`src/rtl/core/pssct_ram.sv`:
```
// pssct_ram: generic simple dual-port ram, one write port, one registered read port
// no dependencies
module pssct_ram #(
    parameter int WIDTH = 8,
    parameter int DEPTH = 256
) (
    input  logic                     i_clk,
    input  logic                     i_we,
    input  logic [$clog2(DEPTH)-1:0] i_waddr,
    input  logic [WIDTH-1:0]         i_wdata,
    input  logic [$clog2(DEPTH)-1:0] i_raddr,
    output logic [WIDTH-1:0]         o_rdata
);
    logic [WIDTH-1:0] r_mem [DEPTH];

    always_ff @(posedge i_clk) begin
        if (i_we) begin
            r_mem[i_waddr] <= i_wdata;
        end
        o_rdata <= r_mem[i_raddr];
    end
endmodule

```
`config.mk`:
```
export PLATFORM = sky130hd
export DESIGN_NAME = pssct_ram
export DESIGN_NICKNAME = d
export VERILOG_FILES = /design/src/rtl/core/pssct_ram.sv
export SDC_FILE = /design/constraint.sdc
export NUM_CORES = 2
export LEC_CHECK = 0
export CAP_MARGIN = 40
export CORE_UTILIZATION = 36
export CTS_CLUSTER_SIZE = 14
export DETAILED_ROUTE_END_ITERATION = 10
export DONT_BUFFER_PORTS = 1
export HOLD_SLACK_MARGIN = 0.05
export PLACE_DENSITY = 0.6
export SYNTH_ARGS = -nofsm -noshare
export SYNTH_HDL_FRONTEND = slang
export SYNTH_SLANG_ARGS = --single-unit
```
`constraint.sdc`:
```
create_clock -name i_clk -period 3.2 [get_ports i_clk]
set_clock_uncertainty 0.2 [all_clocks]
set_input_delay 0.48 -clock i_clk [delete_from_list [all_inputs] [get_ports i_clk]]
set_output_delay 0.48 -clock i_clk [all_outputs]
set_load 0.01 [all_outputs]
```
==> results.md <==
- The flow ran to the end, but the final reports show violations.
- The final reports fail on negative hold slack.
- The number of clock buffers added by TritonCTS is between 200 and 250.
- Detailed routing inserted a total of 39,855 vias.
- In this run the cell area of the synthesized design comes to 79,600 um^2.
- The via count of the first global-routing pass came to between 30,000 and 40,000.
- After the flow finishes, the layout carries non-filler instances totaling between 7,000 and 8,000.
- The total length of routed wires is 205,000 um.
- The top cell types in the final layout, fill and taps aside, are edfxtp_1 (2,048), mux4_2 (454), buf_4 (388).
- The required time of the worst setup path is between 3 and 4 ns.
- The total nets after synthesis is between 3,000 and 4,000.
- The number of different library cells used by synthesis comes to between 50 and 60.
- Across the run, the number of max-cap violations was 0.
- Setup repair after global routing left no endpoint under its margin.
- The average footprint of a synthesized cell is between 20 and 25 um^2.
- After global routing the overflow that remains totals 0.
- The main flop type after synthesis is edfxtp_1.
- The final hold violation count is 837.
- The initial core utilization is 0.362.
- The post-placement cell count is between 6,000 and 7,000.
- The clock transition at the register clock pins on the worst setup and hold paths after CTS is about 0.070 ns.
- For this design the top-level I/O count stands at 34.
- The number of enable flip-flop cells after synthesis is around 2,000.
- The count of nets left with antenna violations once routing finished came out at 0.
- The floorplan step set the die width to between 400 and 500 um.
- The CTS root buffer is clkbuf_16.
- The power density normalized to cell area is approximately 600 nW/um^2.
- The first global-routing pass estimated ~290,000 um of wire.
- The final-report setup violation count is 0.
- The number of pins exceeding their max-slew limit in the final report is 0.
- The cell type with the highest occurrence count on the critical path is buf_16.
- The largest single stage delay on the critical path is about 0.58 ns.
- The core region is between 200,000 and 250,000 um^2.
- The master of the slowest instance on the critical path is dlygate4sd3_1.
- For this run, the register share of the synthesized area comes to 0.775.
- VDD sags by at most 0.000616 V.
- The tree built by TritonCTS fans out to a little over 2,000 sinks.
- The startpoint class of the critical path is an input pin.
- The largest net degree at the start of global routing is between 500 and 600.
- The critical path goes through buf_16 -> buf_16 -> buf_16 -> buf_16 -> mux4_2 -> mux2_2 -> a211oi_1 -> a21oi_1 -> a22oi_1 -> dlygate4sd3_1 -> buf_4 -> nor4_2.
- The library cell used most frequently in the layout, excluding fill and tap cells, is edfxtp_1.
- CTS built an H-tree with a depth of 4.
- The instance count of the mapped netlist is roughly 3,700.
- The average wire per cell in the routed design is around 28 um.
- The final critical path time including I/O delays and setup is between 3 and 4 ns.
- In this run the tightest slew margin relative to its limit is 0.200.
- The final net count is 4,167.
- The buffer depth of the longest clock path is 3.
- After synthesis, the share of flip-flops with an asynchronous set or reset is 0.
- In this run the core area contains ~170 standard-cell rows.
- Fill cells in the final layout number 19,021.
- After routing the design area is approximately 90,000 um^2.
- At the pin with the least slew margin, the transition time is between 1 and 1.5 ns.
- The kind of critical path is input pin to flip-flop.
- For this block, the initial DRC count from the detailed router was about 4,600.
- The number of warnings printed during yosys synthesis is 0.
- The die span in y is between 400 and 500 um.
- The initial antenna violation count is 9.
- The worst-case setup slack after placement is -0.325 ns.
- The data arrival time of the critical path is ~3.6 ns.
- The worst hold-check path type is input pin to flip-flop.
- The final critical-path share of the clock period is 0.963.
- Summed over all cells, the static leakage comes to around 29 nW.
- The total die area is roughly 220,000 um^2.
- The number of storage elements in the synthesis netlist is just over 2,000.
- The post-detailed-route via-to-cell ratio is between 5 and 6.
- The worst setup path is captured at a flip-flop.
- The post-detailed-route DRC marker count is 0.
- For this run, the top clock speed supported by timing is 324 MHz.
- In this run the worst path has a maximum fanout of 31.
- Routability-driven placement finished with a final weighted congestion of between 0.8 and 0.9.
- The worst hold slack is -0.415 ns.
- Setup slack on the critical path of the routed design comes to 0.117 ns.
- For this run, the detailed router's first-pass iteration total came to 5.
- In this run the cell area measured after placement is ~85,000 um^2.
- The area overhead of the layout relative to synthesis is 15.7%.
- The final HPWL from detailed placement is ~110,000 um.
- Across every metal layer, demand over resource in global routing totals 0.177.
- The fraction of final layout cells sized beyond drive strength 1 is 0.271.
- The clock latency reported for the late side of the worst-skew pair is about 0.85 ns.
- The number of port buffers is 0.
- TritonCTS built the clock tree.
-- critical path: cells and delay by family --
kind                   cells  cell delay [ns]
AOI/OAI and AO/OA          3             0.50
buffers and inverters      6             1.62
muxes                      2             0.84
and+or+nand+nor            1             0.03
-- area by class of cell --
type | count | area (um^2) | share of cell area
Sequential cell | 2056 | 61700 | 0.670
Clock inverter | 122 | 1140 | 0.0124
Clock buffer | 248 | 5230 | 0.0568
Tap cell | 2958 | 3700 | 0.0402
Inverter | 2 | 7.51 | 0.0000816
Antenna cell | 3 | 7.51 | 0.0000816
Multi-Input combinational cell | 1442 | 16500 | 0.179
Timing Repair Buffer | 438 | 3770 | 0.0410
-- synthesized netlist by cell type (8+ instances only) --
master	instances	area share
o22ai_1	28	0.0022
a22oi_1	133	0.013
a211oi_1	16	0.0015
a221oi_1	13	0.0014
nand2_1	33	0.0016
mux2i_1	134	0.017
clkbuf_1	111	0.0052
buf_2	31	0.0020
edfxtp_1	2048	0.77
nand3_1	34	0.0021
nor4_1	24	0.0019
nor2b_1	31	0.0024
nand2b_1	8	0.00063
buf_8	13	0.0025
o211ai_1	10	0.00094
buf_6	21	0.0030
o21ai_0	10	0.00063
a22o_1	8	0.00088
mux4_2	454	0.13
dfxtp_1	8	0.0020
buf_12	8	0.0020
nor3_1	22	0.0014
buf_4	27	0.0025
a21oi_1	96	0.0060
nand4_1	10	0.00079
buf_1	22	0.0010
nor2_1	282	0.013
o221ai_1	46	0.0051
-- logic make-up after synthesis --
| kind of cell | Yosys count | synth area share |
|---|---|---|
| flip-flops | 2056 | 0.775 |
| AO/OA/AOI/OAI | 385 | 0.0342 |
| AND/OR/NAND/NOR | 466 | 0.0263 |
| multiplexers | 591 | 0.146 |
| buffers and inverters | 235 | 0.0183 |
-- path summary, 6_finish.rpt --
| path | start | to | slack (ns) | depth (start not counted) |
|---|---|---|---|---|
| worst min register to register | r_mem[31][4] | o_rdata[4] | 0.97 | 6 |
| worst max-delay path | i_raddr[0] | o_rdata[6] | 0.12 | 12 |
| worst min-delay path | i_wdata[4] | r_mem[85][4] | -0.41 | 0 |
| worst max register to register | r_mem[87][4] | o_rdata[4] | 0.34 | 6 |
-- state kept, by name, indices dropped and copies added (netlist names) --
name	cells
r_mem	2048
o_rdata	8
-- per-stage QoR --
stage | setup TNS, ns | utilization | power [mW]
after detailed placement | -1.32 | 0.386 | 32.1
after CTS | 0 | 0.416 | 54.9
final | 0 | 0.419 | 54.9
after floorplan | 0 | - | 31.7
after global routing | 0 | 0.419 | 56.4
after global placement | -3.30 | 0.386 | 32.1
-- report_power, final --
group          leakage [nW]  total [mW]  internal [mW]  switching [mW]
logic                  7.22        2.16          0.981            1.18
clock network          3.11        23.0           12.9            10.1
registers              18.5        29.8           29.7          0.0840
total                  28.8        54.9           43.5            11.4
-- metal layers --
metal  wire length [um]  share of wire  global-route usage  vias up
li1                   -              -                   -    16507
met1              84800           0.41               0.244    21372
met2              99600           0.49               0.285     1661
met3              15000          0.073              0.0325      311
met4               5590          0.027              0.0542        4
met5                 20       0.000098                   0        -
-- repair_timing --
action / 4_1_cts / 5_1_grt
hold buffers: 19 / 3
resized for setup: 0 / 2
hold endpoints to repair: 2340 / 2003
setup endpoints to repair: 0 / 8
buffers inserted: 0 / 3
Power figures use the tool's default switching activity.
